## src/lsra_pkg.sv

```systemverilog
// ----------------------------------------------------------------------------
// lsra_pkg: shared types and constants of the linear scan register allocator
// Field widths, the active-list entry, cell control and the FSM encoding.
// ----------------------------------------------------------------------------
package lsra_pkg;

   localparam int MAX_REGS     = 8;
   localparam int POS_BITS     = 16;
   localparam int ID_BITS      = 16;

   localparam int REG_IDX_BITS = (MAX_REGS > 1) ? $clog2(MAX_REGS) : 1;
   localparam int SPILL_BITS   = ID_BITS + 1;
   localparam int RNUM_BITS    = 6;
   localparam int OFFSET_BITS  = 20;

   localparam int COUNT_BITS   = 4;
   localparam int FIRST_BITS   = 5;
   localparam int SLOT_BITS    = 4;
   localparam int CSR_IDX_BITS = 2;
   localparam int CSR_DATA_BITS = 5;

   localparam logic [CSR_IDX_BITS-1:0] CSR_REGISTER_COUNT = 2'd0;
   localparam logic [CSR_IDX_BITS-1:0] CSR_FIRST_REGISTER = 2'd1;
   localparam logic [CSR_IDX_BITS-1:0] CSR_SLOT_BYTES     = 2'd2;

   localparam logic [COUNT_BITS-1:0] COUNT_RESET = 4'd8;
   localparam logic [FIRST_BITS-1:0] FIRST_RESET = 5'd2;
   localparam logic [SLOT_BITS-1:0]  SLOT_RESET  = 4'd4;

   localparam logic [MAX_REGS-1:0] ALL_FREE = {MAX_REGS{1'b1}};

   typedef struct packed {
      logic [ID_BITS-1:0]  interval_id;
      logic [POS_BITS-1:0] start_pos;
      logic [POS_BITS-1:0] end_pos;
      logic                new_batch;
   } req_word_type;

   typedef struct packed {
      logic [ID_BITS-1:0]     result_id;
      logic                   in_register;
      logic [RNUM_BITS-1:0]   register_number;
      logic [OFFSET_BITS-1:0] spill_offset;
      logic [SPILL_BITS-1:0]  spills_so_far;
      logic                   last_of_run;
   } rsp_word_type;

   typedef struct packed {
      logic                    valid;
      logic [POS_BITS-1:0]     end_pos;
      logic [REG_IDX_BITS-1:0] reg_idx;
      logic [ID_BITS-1:0]      id;
   } entry_type;

   typedef enum logic [1:0] {
      CELL_HOLD,
      CELL_EXPIRE,
      CELL_INSERT,
      CELL_SHIFT
   } cell_op_type;

   typedef struct packed {
      cell_op_type         op;
      logic                clear;
      logic [POS_BITS-1:0] start_pos;
      entry_type           new_entry;
   } cell_ctl_type;

   typedef struct packed {
      entry_type entry;
      logic      yield_slot;
      logic      freed;
   } cell_stat_type;

   typedef enum logic [1:0] {
      ST_IDLE,
      ST_DECIDE,
      ST_REMOVE,
      ST_INSERT
   } fsm_state_type;

endpackage

```

## src/lsra_cell.sv

```systemverilog
// ----------------------------------------------------------------------------
// lsra_cell: one slot of the active interval list
// The list is packed from cell 0 upward in descending end order. A cell can
// expire, take its neighbor's entry on insert, or shift down on removal.
// ----------------------------------------------------------------------------
module lsra_cell (
   input  logic                 clock,
   input  logic                 reset,
   input  lsra_pkg::cell_ctl_type  ctl,
   input  lsra_pkg::entry_type     prev_entry,
   input  logic                 prev_yield,
   input  lsra_pkg::entry_type     next_entry,
   output lsra_pkg::cell_stat_type stat
);
   import lsra_pkg::*;

   entry_type entry_ff;
   entry_type entry_in;
   logic      yield_slot;
   logic      expired;

   always_comb begin
      // entries with an end not past the new one move one cell up
      yield_slot = !(entry_ff.valid && (entry_ff.end_pos > ctl.new_entry.end_pos));
      expired    = ctl.clear || (entry_ff.end_pos < ctl.start_pos);
      entry_in   = entry_ff;
      unique case (ctl.op)
         CELL_HOLD: begin
            entry_in = entry_ff;
         end
         CELL_EXPIRE: begin
            if (expired) begin
               entry_in.valid = 1'b0;
            end
         end
         CELL_INSERT: begin
            if (yield_slot) begin
               entry_in = prev_yield ? prev_entry : ctl.new_entry;
            end
         end
         CELL_SHIFT: begin
            entry_in = next_entry;
         end
         default: begin
            entry_in = entry_ff;
         end
      endcase
   end

   always_ff @(posedge clock) begin
      if (reset) begin
         entry_ff.valid <= 1'b0;
      end else begin
         entry_ff <= entry_in;
      end
   end

   always_comb begin
      stat.entry      = entry_ff;
      stat.yield_slot = yield_slot;
      stat.freed      = entry_ff.valid && !ctl.clear && (entry_ff.end_pos < ctl.start_pos);
   end

endmodule

```

## src/linear_scan_register_allocator.sv

```systemverilog
// ----------------------------------------------------------------------------
// linear_scan_register_allocator: linear scan allocation over sorted intervals
// Sequencing: the first result word is registered from the decide state after
// the input word is taken; an eviction emits its second word from the insert
// state, after the remove step. A new interval is taken only in idle, so each
// runs expire / decide (/ shift / insert) of the cell chain before the next.
// Reset: synchronous; empties the active list, frees all registers, clears
// the spill count and loads the register defaults (8 registers, first 2,
// 4-byte slots).
// ----------------------------------------------------------------------------
module linear_scan_register_allocator (
   input  logic                                  clock,
   input  logic                                  reset,
   input  logic                                  req_valid,
   output logic                                  req_stall,
   input  lsra_pkg::req_word_type                req_word,
   output logic                                  rsp_valid,
   input  logic                                  rsp_stall,
   output lsra_pkg::rsp_word_type                rsp_word,
   input  logic                                  csr_we,
   input  logic [lsra_pkg::CSR_IDX_BITS-1:0]     csr_index,
   input  logic [lsra_pkg::CSR_DATA_BITS-1:0]    csr_wdata
);
   import lsra_pkg::*;

   fsm_state_type state_ff, state_in;

   logic [COUNT_BITS-1:0] csr_count_ff;
   logic [FIRST_BITS-1:0] csr_first_ff;
   logic [SLOT_BITS-1:0]  csr_slot_ff;

   logic [MAX_REGS-1:0]     free_ff, free_in;
   logic [SPILL_BITS-1:0]   spill_ff, spill_in;
   logic [ID_BITS-1:0]      item_id_ff, item_id_in;
   logic [POS_BITS-1:0]     item_end_ff, item_end_in;
   logic [REG_IDX_BITS-1:0] victim_reg_ff, victim_reg_in;

   logic         rsp_valid_ff;
   rsp_word_type rsp_word_ff;
   logic         emit;
   rsp_word_type emit_word;

   cell_ctl_type  cell_ctl;
   cell_stat_type cell_stat [MAX_REGS];
   entry_type     prev_entry [MAX_REGS];
   entry_type     next_entry [MAX_REGS];
   logic          prev_yield [MAX_REGS];

   logic                    accept;
   logic                    out_free;
   logic [MAX_REGS-1:0]     freed_mask;
   logic [MAX_REGS-1:0]     cand_mask;
   logic [REG_IDX_BITS-1:0] alloc_idx;
   logic                    got;
   logic                    victim;
   logic [SPILL_BITS-1:0]   spill_next;
   logic [OFFSET_BITS-1:0]  slot_offset;

   // ---------------------------------------------------------------- cells
   always_comb begin
      prev_entry[0] = '0;
      prev_yield[0] = 1'b0;
      for (int i = 1; i < MAX_REGS; i++) begin
         prev_entry[i] = cell_stat[i-1].entry;
         prev_yield[i] = cell_stat[i-1].yield_slot;
      end
      next_entry[MAX_REGS-1] = '0;
      for (int i = 0; i < MAX_REGS - 1; i++) begin
         next_entry[i] = cell_stat[i+1].entry;
      end
   end

   for (genvar g = 0; g < MAX_REGS; g++) begin : g_cell
      lsra_cell u_cell (
         .clock      (clock),
         .reset      (reset),
         .ctl        (cell_ctl),
         .prev_entry (prev_entry[g]),
         .prev_yield (prev_yield[g]),
         .next_entry (next_entry[g]),
         .stat       (cell_stat[g])
      );
   end

   // ------------------------------------------------------ decision logic
   always_comb begin
      freed_mask = '0;
      for (int i = 0; i < MAX_REGS; i++) begin
         for (int k = 0; k < MAX_REGS; k++) begin
            if (cell_stat[i].freed && (cell_stat[i].entry.reg_idx == REG_IDX_BITS'(k))) begin
               freed_mask[k] = 1'b1;
            end
         end
      end
      for (int k = 0; k < MAX_REGS; k++) begin
         cand_mask[k] = free_ff[k] && (k < int'(csr_count_ff));
      end
      alloc_idx = '0;
      for (int k = MAX_REGS - 1; k >= 0; k--) begin
         if (cand_mask[k]) begin
            alloc_idx = REG_IDX_BITS'(k);
         end
      end
      got    = !cell_stat[MAX_REGS-1].entry.valid && (|cand_mask);
      victim = cell_stat[0].entry.valid && (cell_stat[0].entry.end_pos > item_end_ff);
      // counter saturates at 2^ID_BITS
      spill_next  = spill_ff[SPILL_BITS-1] ? spill_ff : spill_ff + SPILL_BITS'(1);
      slot_offset = OFFSET_BITS'(spill_ff) * OFFSET_BITS'(csr_slot_ff);
   end

   assign accept   = req_valid && !req_stall;
   assign out_free = !rsp_valid_ff || !rsp_stall;

   // --------------------------------------------------------- next state
   always_comb begin
      state_in = state_ff;
      unique case (state_ff)
         ST_IDLE: begin
            if (accept) begin
               state_in = ST_DECIDE;
            end
         end
         ST_DECIDE: begin
            if (out_free) begin
               priority if (got) begin
                  state_in = ST_IDLE;
               end else if (victim) begin
                  state_in = ST_REMOVE;
               end else begin
                  state_in = ST_IDLE;
               end
            end
         end
         ST_REMOVE: begin
            state_in = ST_INSERT;
         end
         ST_INSERT: begin
            if (out_free) begin
               state_in = ST_IDLE;
            end
         end
         default: begin
            state_in = ST_IDLE;
         end
      endcase
   end

   // ------------------------------------------------------------ outputs
   always_comb begin
      req_stall              = (state_ff != ST_IDLE);
      cell_ctl.op            = CELL_HOLD;
      cell_ctl.clear         = req_word.new_batch;
      cell_ctl.start_pos     = req_word.start_pos;
      cell_ctl.new_entry.valid   = 1'b1;
      cell_ctl.new_entry.end_pos = item_end_ff;
      cell_ctl.new_entry.reg_idx = alloc_idx;
      cell_ctl.new_entry.id      = item_id_ff;
      free_in       = free_ff;
      spill_in      = spill_ff;
      item_id_in    = item_id_ff;
      item_end_in   = item_end_ff;
      victim_reg_in = victim_reg_ff;
      emit          = 1'b0;
      emit_word     = '0;
      emit_word.spills_so_far = spill_ff;

      unique case (state_ff)
         ST_IDLE: begin
            if (accept) begin
               cell_ctl.op = CELL_EXPIRE;
               free_in     = (req_word.new_batch ? ALL_FREE : free_ff) | freed_mask;
               spill_in    = req_word.new_batch ? '0 : spill_ff;
               item_id_in  = req_word.interval_id;
               item_end_in = (req_word.end_pos < req_word.start_pos) ?
                             req_word.start_pos : req_word.end_pos;
            end
         end
         ST_DECIDE: begin
            if (out_free) begin
               emit = 1'b1;
               priority if (got) begin
                  cell_ctl.op = CELL_INSERT;
                  free_in     = free_ff & ~(MAX_REGS'(1) << alloc_idx);
                  emit_word.result_id       = item_id_ff;
                  emit_word.in_register     = 1'b1;
                  emit_word.register_number = RNUM_BITS'(csr_first_ff) + RNUM_BITS'(alloc_idx);
                  emit_word.last_of_run     = 1'b1;
               end else if (victim) begin
                  // evict the active interval with the latest end
                  victim_reg_in = cell_stat[0].entry.reg_idx;
                  spill_in      = spill_next;
                  emit_word.result_id     = cell_stat[0].entry.id;
                  emit_word.spill_offset  = slot_offset;
                  emit_word.spills_so_far = spill_next;
               end else begin
                  spill_in      = spill_next;
                  emit_word.result_id     = item_id_ff;
                  emit_word.spill_offset  = slot_offset;
                  emit_word.spills_so_far = spill_next;
                  emit_word.last_of_run   = 1'b1;
               end
            end
         end
         ST_REMOVE: begin
            cell_ctl.op = CELL_SHIFT;
         end
         ST_INSERT: begin
            cell_ctl.new_entry.reg_idx = victim_reg_ff;
            if (out_free) begin
               cell_ctl.op = CELL_INSERT;
               emit        = 1'b1;
               emit_word.result_id       = item_id_ff;
               emit_word.in_register     = 1'b1;
               emit_word.register_number = RNUM_BITS'(csr_first_ff) + RNUM_BITS'(victim_reg_ff);
               emit_word.last_of_run     = 1'b1;
            end
         end
         default: begin
            cell_ctl.op = CELL_HOLD;
         end
      endcase
   end

   // ----------------------------------------------------------- registers
   always_ff @(posedge clock) begin
      if (reset) begin
         state_ff     <= ST_IDLE;
         free_ff      <= ALL_FREE;
         spill_ff     <= '0;
         csr_count_ff <= COUNT_RESET;
         csr_first_ff <= FIRST_RESET;
         csr_slot_ff  <= SLOT_RESET;
         rsp_valid_ff <= 1'b0;
      end else begin
         state_ff <= state_in;
         free_ff  <= free_in;
         spill_ff <= spill_in;
         if (csr_we) begin
            unique case (csr_index)
               CSR_REGISTER_COUNT: csr_count_ff <= csr_wdata[COUNT_BITS-1:0];
               CSR_FIRST_REGISTER: csr_first_ff <= csr_wdata[FIRST_BITS-1:0];
               CSR_SLOT_BYTES:     csr_slot_ff  <= csr_wdata[SLOT_BITS-1:0];
               default: begin
                  csr_count_ff <= csr_count_ff;
               end
            endcase
         end
         if (emit) begin
            rsp_valid_ff <= 1'b1;
         end else if (!rsp_stall) begin
            rsp_valid_ff <= 1'b0;
         end
      end
   end

   always_ff @(posedge clock) begin
      item_id_ff    <= item_id_in;
      item_end_ff   <= item_end_in;
      victim_reg_ff <= victim_reg_in;
      if (emit) begin
         rsp_word_ff <= emit_word;
      end
   end

   assign rsp_valid = rsp_valid_ff;
   assign rsp_word  = rsp_word_ff;

endmodule

```

## config.mk

```make
export PLATFORM = sky130hd
export DESIGN_NAME = linear_scan_register_allocator
export DESIGN_NICKNAME = d
export VERILOG_FILES = /design/src/lsra_pkg.sv /design/src/lsra_cell.sv /design/src/linear_scan_register_allocator.sv
export SDC_FILE = /design/constraint.sdc
export NUM_CORES = 1
export LEC_CHECK = 0
export BUFFER_PORTS_ARGS = -buffer_cell sky130_fd_sc_hd__buf_2
export CORE_ASPECT_RATIO = 0.75
export CORE_UTILIZATION = 30
export DETAILED_ROUTE_END_ITERATION = 6
export PLACE_DENSITY = 0.43
export SKIP_CTS_REPAIR_TIMING = 1
export SLEW_MARGIN = 20
export SYNTH_ARGS = -nofsm -noshare
export SYNTH_HDL_FRONTEND = slang
export SYNTH_SLANG_ARGS = --single-unit
```

## constraint.sdc

```tcl
create_clock -name clock -period 7.7 [get_ports clock]
set_input_delay 1.54 -clock clock [delete_from_list [all_inputs] [get_ports clock]]
set_output_delay 1.54 -clock clock [all_outputs]
set_load 0.05 [all_outputs]
```

Word level (Yosys, flattened, before mapping)

Cells that the tools add are included.

Add/sub/neg operators: 3
Shift-type cells: 1
$lt $le $gt $ge: 25
Multipliers: 1
Mux-type cells: 150
Reductions and logical operators: 153
Equality and inequality tests: 87
Bitwise logic cells: 8

Operators with widths:

| cell                 | number |
|---|---|
| $pmux W35 S2         | 8 |
| $mux W36             | 15 |
| $lt A16 B16 Y1       | 9 |
| $gt A16 B16 Y1       | 8 |
| $mux W17             | 6 |
| $logic_and A1 B1 Y1  | 98 |
| $eq A3 B3 Y1 const B | 32 |
| $mux W1              | 79 |
| $mux W61             | 1 |
| $reduce_and A3 Y1    | 17 |
| $eq A3 B2 Y1 const B | 16 |
| $mux W16             | 3 |
| $pmux W23 S2         | 1 |
| $mux W37             | 1 |
| $pmux W17 S2         | 1 |
| $mux W8              | 4 |
| $ne A2 B2 Y1 const B | 14 |
| $mux W3              | 9 |
| $eq A3 B1 Y1 const B | 8 |
| $logic_not A3 Y1     | 8 |
| $pmux W1 S3          | 8 |
| $mux W23             | 1 |
| $mul A17 B4 Y20      | 1 |
| $ne A2 B1 Y1 const B | 9 |
| other kinds (27)     | 71 |

Input bits: 61
Output and inout port bits: 63
Flip-flop bits (word level): 425

Longest topological paths before layout

Gate-level depths: netlist of run 1.

Depth after elaboration: 16
Depth in mapped cells: 16

Modules after synthesis

A second synthesis of run 1 with hierarchy kept.

Cell total of the unflattened synthesis: 3158
Area total of the unflattened synthesis: 30399.2 um^2

By module, submodules not included:

| module                            | area an instance (um^2) | cells each | times used |
|---|---|---|---|
| lsra_cell at g_cell[0].u_cell ... | 2643.8                  | 276        | 6 |
| linear_scan_register_allocator    | 9251.4                  | 948        | 1 |
| lsra_cell at g_cell[6].u_cell ... | 2642.5                  | 277        | 2 |

Worst setup path before layout of run 1

Ideal clock, no wire load.

Path type: input-to-reg
From: in rsp_stall
To: reg g_cell[4].u_cell.entry_ff (netlist bit g_cell[4].u_cell.stat[10]), enable pin
Setup slack: 1.746 ns
Stages: 7
Data arrival time: 5.506 ns
Setup time: 0.449 ns
Data required time: 7.251 ns
Cell sequence: nand2_1 nand2_1 inv_1 o21ai_4 inv_2 o21ai_0 a31oi_1

Word-level cells in the longest chain between the ends: 7
Elaborated cells on any way between the ends: 10
Classes of those cells: eq/ne (3); mux (3); reduce/logical (4)

RTL lines:

| item                                                                       | RTL line                                                                     | RTL |
|---|---|---|
| from (decl)                                                                | linear_scan_register_allocator.sv:18                                         | `input logic rsp_stall,` |
| $logic_not A1 Y1 (*)                                                       | -                                                                            |  |
| $logic_or A1 B1 Y1 (*)                                                     | linear_scan_register_allocator.sv:112                                        | `assign out_free = !rsp_valid_ff \|\| !rsp_stall;` |
| $mux W2 (on tied branches)                                                 | linear_scan_register_allocator.sv:179, linear_scan_register_allocator.sv:209 |  |
| $pmux W2 S4 (*)                                                            | linear_scan_register_allocator.sv:167                                        | `unique case (state_ff)` |
| $eq A2 B2 Y1                                                               | lsra_cell.sv:27                                                              | `unique case (ctl.op)` |
| $ne A2 B2 Y1 (no source line) / $reduce_bool A2 Y1 (equally long branches) | -                                                                            |  |
| $reduce_and A3 Y1 (no source line) (*)                                     | -                                                                            |  |
| to (signal assigned)                                                       | lsra_cell.sv:54                                                              | `entry_ff <= entry_in;` |
| to (decl)                                                                  | lsra_cell.sv:17                                                              | `entry_type entry_ff;` |

Every way passes the cells marked *; elsewhere a longest branch is shown, timed or not.
A chain may end at the register's enable or synchronous reset.

Worst setup path in the final report of run 1

From: reg item_end_ff[12]
To: reg g_cell[1].u_cell.entry_ff (netlist bit g_cell[1].u_cell.stat[18]), enable pin

Word-level cells in the longest chain between the ends: 4

RTL lines:

| item                               | RTL line                              | RTL |
|---|---|---|
| from (decl)                        | linear_scan_register_allocator.sv:35  | `logic [POS_BITS-1:0] item_end_ff, item_end_in;` |
| from (signal assigned)             | linear_scan_register_allocator.sv:258 | `item_end_ff <= item_end_in;` |
| $gt A16 B16 Y1                     | lsra_cell.sv:24                       | `yield_slot = !(entry_ff.valid && (entry_ff.end_pos > ctl.new_entry.end_pos));` |
| $logic_and A1 B1 Y1                | lsra_cell.sv:24                       |  |
| $ne A2 B2 Y1 (no source line)      | -                                     |  |
| $reduce_and A3 Y1 (no source line) | -                                     |  |
| to (signal assigned)               | lsra_cell.sv:54                       |  |
| to (decl)                          | lsra_cell.sv:17                       |  |

No other way between the ends.

==> results of run 1 <==
==> path summary, 6_finish.rpt <==
path,endpoint,depth (start not counted)
worst min-delay path,g_cell[6].u_cell.stat[2],2
worst min register to register,g_cell[6].u_cell.stat[2],2
worst max-delay path,g_cell[1].u_cell.stat[18],10
worst max register to register,g_cell[1].u_cell.stat[18],10
==> report_power, final <==
| group | total (uW) | switching [uW] | leakage [uW] | internal, uW |
|---|---|---|---|---|
| combinational | 891 | 592 | 0.00743 | 299 |
| clock | 2720 | 1100 | 0.000909 | 1610 |
| sequential | 2760 | 111 | 0.00388 | 2640 |
==> cell usage in the layout, fill, tap and decap left out, types with 24 or more instances in the layout <==
master / n
mux2i_1: 193
nor3_1: 31
and2_1: 62
fa_1: 32
nor2_1: 217
edfxtp_1: 376
dfxtp_1: 49
nand4_1: 41
xnor2_1: 24
a21oi_1: 149
inv_1: 71
clkbuf_16: 57
nand3_1: 48
ha_1: 293
a21o_1: 39
o21ai_0: 274
a211oi_1: 24
buf_4: 27
o211ai_1: 26
nand2_1: 387
buf_2: 123
==> per-layer routing <==
metal / global-route usage (%) / vias to the layer above / share of wire [%]
met5: 0 / - / 0.012
met3: 3.06 / 98 / 5.6
met2: 27.4 / 599 / 40
met1: 30.8 / 10800 / 53
met4: 4.13 / 2 / 1.7
li1: - / 10500 / -
==> through the flow <==
stage / power [uW] / utilization, %
floorplan: 3340 / -
global placement: 3670 / 32.4
detailed placement: 3690 / 32.4
CTS: 6440 / 34.4
global route: 6630 / 34.4
finish: 6360 / 34.4
==> layout make-up <==
class                      instances  share of cell area, %
tap                             1237                   4.82
timing repair buffer             151                   2.61
clock buffer                      67                   4.66
inverter                          75                  0.881
multi-input combinational       2158                   47.6
sequential                       425                   38.2
clock inverter                    31                   1.17
==> worst max-delay path: stages, from the launching register on <==
cell	delay (ns)
edfxtp_1	0.49
inv_1	0.51
ha_1	0.25
nand3_1	0.10
nor3_1	0.58
nand2_1	0.22
o21ai_0	0.55
a21oi_4	0.03
buf_4	0.44
a21oi_4	0.89
buf_4	0.55
==> state kept, by name (all words and copies together), names as in the netlist, named ones only <==
| register | cells |
|---|---|
| csr_first_ff | 5 |
| item_end_ff | 16 |
| csr_count_ff | 4 |
| rsp_word | 61 |
| rsp_valid | 1 |
| state_ff | 1 |
| g_cell.u_cell.stat | 288 |
| victim_reg_ff | 3 |
| csr_slot_ff | 4 |
| item_id_ff | 16 |
| free_ff | 8 |
| spill_ff | 17 |
==> cells by family (layout without fill, tap and decap cells) <==
family / count (synthesis) / after routing
simple gates: 911 / 911
compound gates: 664 / 664
flops: 425 / 425
fa+ha+maj: 325 / 325
buf+inv: 223 / 324
mux: 213 / 213
xor+xnor: 45 / 45
==> flow_summary.toml, run 1 <==
[synthesis]
synth_edf_count = 376
synth-compound-area-share_pct = 14.4
yosys-top-cells-count = "nand2_1 (388), edfxtp_1 (376), ha_1 (293)"
ys_types = 93
synth_top_family_by_area = "adder cells"
yosysWarnings = 0
synth_area_um2 = 28300
synthSimpleGateAreaFrac_pct = 14.9
synth_area_leaders = "edfxtp_1 (40%), ha_1 (13%), mux2i_1 (6.8%), nand2_1 (5.2%), o21ai_0 (4.9%)"
syn_inst = 2806
syn_area_per_cell_um2 = 10.1
ys_ff_latch = 425
yosysTopAreaCellShare_pct = 39.9
synth.most_common_cell = "nand2_1"
async_flop_share_pct = 0
synth_ff_type = "edfxtp_1"
synth_fa_ha_area_share_pct = 15.2
synth.area.mux_share_pct = 7.63
synth_seq_area_share_pct = 43.4
syn_nets = 3192
yosysTopAreaCell = "edfxtp_1"
synth_xor_area_share_pct = 1.39

[pwr]
power_leakage_uw = 0.0122
p_per_area_nw_per_um2 = 198
vdd_drop_max_mv = 0.177

[cells_and_area]
finalInstanceArea_um2 = 32100
nets = 3249
area_growth_pct = 13.5
drive_gt1_share_pct = 10.2
seqCellArea_um2 = 12300
final_cells = 4144
num-fill-cells = 9328
multi_input_area_um2 = 15300
n_antenna_cell = 0

[worst_setup_path]
crit_arrival_ns = 5.32
cp-start-kind = "flop"
cp_max_fo = 37
r2r_slack_ns = 2.64
r2r_start = "item_end_ff[12]"
worstPathRequired_ns = 7.96
critical_path_class = "reg -> reg"
crit_start = "item_end_ff[12]"
critPathCaptureType = "flop"

[timing]
finalCritPeriodShare_pct = 65.7
setup_viol = 0
timing.setup.tns_ns = 0
hold_ws_ns = 0.526
worstMarginPinSlew_ns = 1.08
fin_skew_ns = 0.0470
fin_ws_ns = 2.64
rsz0062_at_grt = "no"
fmax_ghz = 0.198
hold_viol = 0
min_period_ns = 5.06
drv_slew = 0
slew_headroom_pct = 27.5

[clock_tree]
cts.path.max_buffers = 3
root_buffer = "clkbuf_16"
tritoncts = "done"
cts_buffers = 52
cts_num_sinks = 425
clk-insertion-delay-late_ns = 0.65
clkTransAtPathRegs_ns = 0.06
cts-htree-levels = 2

[drt]
ant_nets = 0
wl_per_cell_um = 22.5
vias_per_cell = 5.30
dr.pass1.iters = 7
route.detailed.drc = 0
drtIter0Drc = 1605
vias = 22000
wl_um = 93200

[placed_design]
dp_hpwl_um = 65100
io_buffers = 123
dp.cells = 4046
detailedPlace.worstSlack_ns = 2.61
gp_congestion = 0.874
dpl_cell_area_um2 = 30200

[floorplanning]
start_util_pct = 30.3
core-area_um2 = 93300
io_pins = 124
dieHeight_um = 268
die_w_um = 357
rows = 97
dieArea_um2 = 95500

[global_routing]
gr-total-overflow = 0
antenna_found_initial = 1
grt_max_degree = 180
grt_usage_pct = 19.5
grt_pass1_vias = 21800
grt_pass1_wl_um = 141000

[job]
max_cap_violations = 0

[status]
outcome = "finished clean"

[worst_hold_path]
holdCritStartpoint = "g_cell[7].u_cell.stat[2]"
holdCritPathClass = "reg -> reg"
No activity file was read; power rests on OpenSTA's default activity.
==> run 2: changes to the inputs <==
ABC_AREA = 1   (was unset)
PLACE_DENSITY = 0.44   (was 0.43)
clock period = 4.51 ns   (was 7.7 ns; I/O delays follow)
==> run 2 against run 1 <==
Effect of this change:
- non-clock buffer count increased by 49
- combinational power increased to 3.5 times the previous value
- first-iteration DRC count increased by 47%
- largest power group unchanged
- synthesized cell count increased by 24%
- fmax increased by 37%
- sequential power increased by 90%
- critical path depth increased by 2
- clock-buffer cell count decreased by 14
- highest routed layer is now met4
- core utilization increased by 0.16 points
==> flow_summary.toml, run 2 <==
[timing]
slew_headroom_pct = 25.0
hold_viol = 0
fin_skew_ns = 0.0230
rsz0062_at_grt = "no"
fin_ws_ns = 0.821
hold_ws_ns = 0.446
min_period_ns = 3.69
setup_viol = 0
drv_slew = 0
worstMarginPinSlew_ns = 1.12
timing.setup.tns_ns = 0
fmax_ghz = 0.271
finalCritPeriodShare_pct = 81.8

[synthesis]
synth_edf_count = 376
synth_ff_type = "edfxtp_1"
ys_types = 53
yosys-top-cells-count = "nand2_1 (706), o21ai_0 (570), edfxtp_1 (376)"
yosysTopAreaCellShare_pct = 39.1
synth.most_common_cell = "nand2_1"
synth_seq_area_share_pct = 42.5
synth_area_leaders = "edfxtp_1 (39%), ha_1 (13%), o21ai_0 (9.9%), nand2_1 (9.2%), a21oi_1 (4.5%)"
syn_area_per_cell_um2 = 8.30
yosysTopAreaCell = "edfxtp_1"
synth_area_um2 = 28900
yosysWarnings = 0
syn_inst = 3479
ys_ff_latch = 425
syn_nets = 3865
async_flop_share_pct = 0

[pwr]
power_leakage_uw = 0.0136
vdd_drop_max_mv = 0.275
combPwrFrac_pct = 24.3
p_per_area_nw_per_um2 = 388
switching_power_uw = 4360
p_sw_share_pct = 34.1
p_seq_share_pct = 41.1
clkPwrFrac_pct = 34.6
internal_power_uw = 8410

[global_routing]
grt_usage_pct = 20.7
antenna_found_initial = 1
grt_max_degree = 95
grt_pass1_vias = 23500
gr-total-overflow = 0
grt_pass1_wl_um = 154000

[worst_setup_path]
regToRegEndpoint = "g_cell[3].u_cell.stat[13]"
crit_arrival_ns = 4.01
critical_path_class = "reg -> reg"
cp-start-kind = "flop"
cp_slowest_stage_delay_ns = 0.91
critPathCaptureType = "flop"
reg2reg_depth = 12
r2r_start = "item_end_ff[1]"
r2r_slack_ns = 0.82
worstPathRequired_ns = 4.83
cp_max_fo = 21
cp_cell_sequence = "inv_1 -> ha_1 -> inv_1 -> nor2_1 -> nor2_1 -> o21ai_0 -> nand2_1 -> o211ai_1 -> nand2_1 -> a21boi_4 -> a21oi_4 -> buf_4"
cpMaxStageDelayCell = "a21oi_4"

[status]
outcome = "finished clean"

[floorplanning]
start_util_pct = 30.3
core-area_um2 = 95300
dieHeight_um = 271
die_w_um = 360
io_pins = 124
dieArea_um2 = 97500
rows = 98

[worst_hold_path]
hold_end = "item_id_ff[9]"
holdCritPathClass = "in -> reg"
holdPathStages = 1
holdCritStartpoint = "req_word[42]"

[drt]
vias_per_cell = 5.14
wl_per_cell_um = 21.0
dr.pass1.iters = 6
wl_um = 102000
drtIter0Drc = 2355
ant_nets = 0
vias = 25000
route.detailed.drc = 0

[clock_tree]
root_buffer = "clkbuf_16"
cts_buffers = 49
cts.path.max_buffers = 3
cts-htree-levels = 2
cts_num_sinks = 425
tritoncts = "done"
clkTransAtPathRegs_ns = 0.06
clk-insertion-delay-late_ns = 0.63

[cells_and_area]
largest_register_ffs = 288
layout_common_cells = "nand2_1 (704), o21ai_0 (570), edfxtp_1 (376), nor2_1 (336), ha_1 (293)"
nets = 3949
n_antenna_cell = 0
num-fill-cells = 9948
area_growth_pct = 14.0
final_common_cell = "nand2_1"
drive_gt1_share_pct = 9.11

[job]
max_cap_violations = 0

[placed_design]
detailedPlace.worstSlack_ns = 0.814
io_buffers = 123
dp_hpwl_um = 73500
gp_congestion = 0.891
-- run 2: per-stage QoR --
stage               util, %  instances  cell area [um^2]  total power, uW
floorplan                 -       3479             28900             7190
global placement       32.8       4762             31200             8400
detailed placement     32.8       4762             31200             8400
CTS                    34.5       4851             32900            12900
global route           34.5       4851             32900            13400
finish                 34.5       4851             32900            12800
-- run 2: worst max path at each step --
stage	cells past startpoint	to	from	slack (ns)
4_1_cts	12	g_cell[3].u_cell.stat[13]	item_end_ff[1]	0.83
2_1_floorplan	6	flop	rsp_stall	0.12
3_5_place_dp	12	g_cell[3].u_cell.stat[11]	item_end_ff[1]	0.81
6_report	12	g_cell[3].u_cell.stat[13]	item_end_ff[1]	0.82
5_1_grt	13	rsp_word[31]	csr_slot_ff[1]	0.50
3_3_place_gp	12	g_cell[3].u_cell.stat[11]	item_end_ff[1]	0.83
-- run 2: area by class of cell --
class,count,area (um^2),area share (%)
clock buffers,53,1240,3.77
clock inverters,36,472,1.43
inverters,295,1110,3.38
repair buffers,200,1260,3.82
well taps,1250,1560,4.75
multi-input cells,2592,15000,45.6
flip-flops and latches,425,12300,37.3
-- run 2: cells by family after synthesis --
| kind of cell | synth area share, % |
|---|---|
| buffers and inverters | 6.09 |
| DFF | 42.5 |
| and+or+nand+nor | 18.3 |
| xor gates and xnor gates | 0.667 |
| adders and majority gates | 14.9 |
| AOI/OAI and AO/OA | 17.5 |
-- run 2: critical path, delay by kind of cell, from the launching register on --
kind | cells | cell delay [ns]
AO/OA/AOI/OAI | 4 | 1.37
buffers and inverters | 3 | 0.83
flip-flops | 1 | 0.49
AND/OR/NAND/NOR | 4 | 0.36
adder cells (fa/ha/maj) | 1 | 0.32
-- run 2: power by group through the flow --
stage          logic (uW)  clock network, uW  registers [uW]
5_1_grt              3490               4660            5300
3_3_place_gp         3070                  0            5330
6_report             3110               4420            5240
4_1_cts              3090               4540            5240
3_5_place_dp         3080                  0            5320
2_1_floorplan        1900                  0            5290
-- run 2: routing by layer --
layer  vias up  part of all wire, %  track usage [%]
li1      12300                    -                -
met1     12000                   53             33.0
met2       598                   41             29.0
met3        95                  4.9             2.34
met4         0                  1.9             4.75
met5         -                    0                0
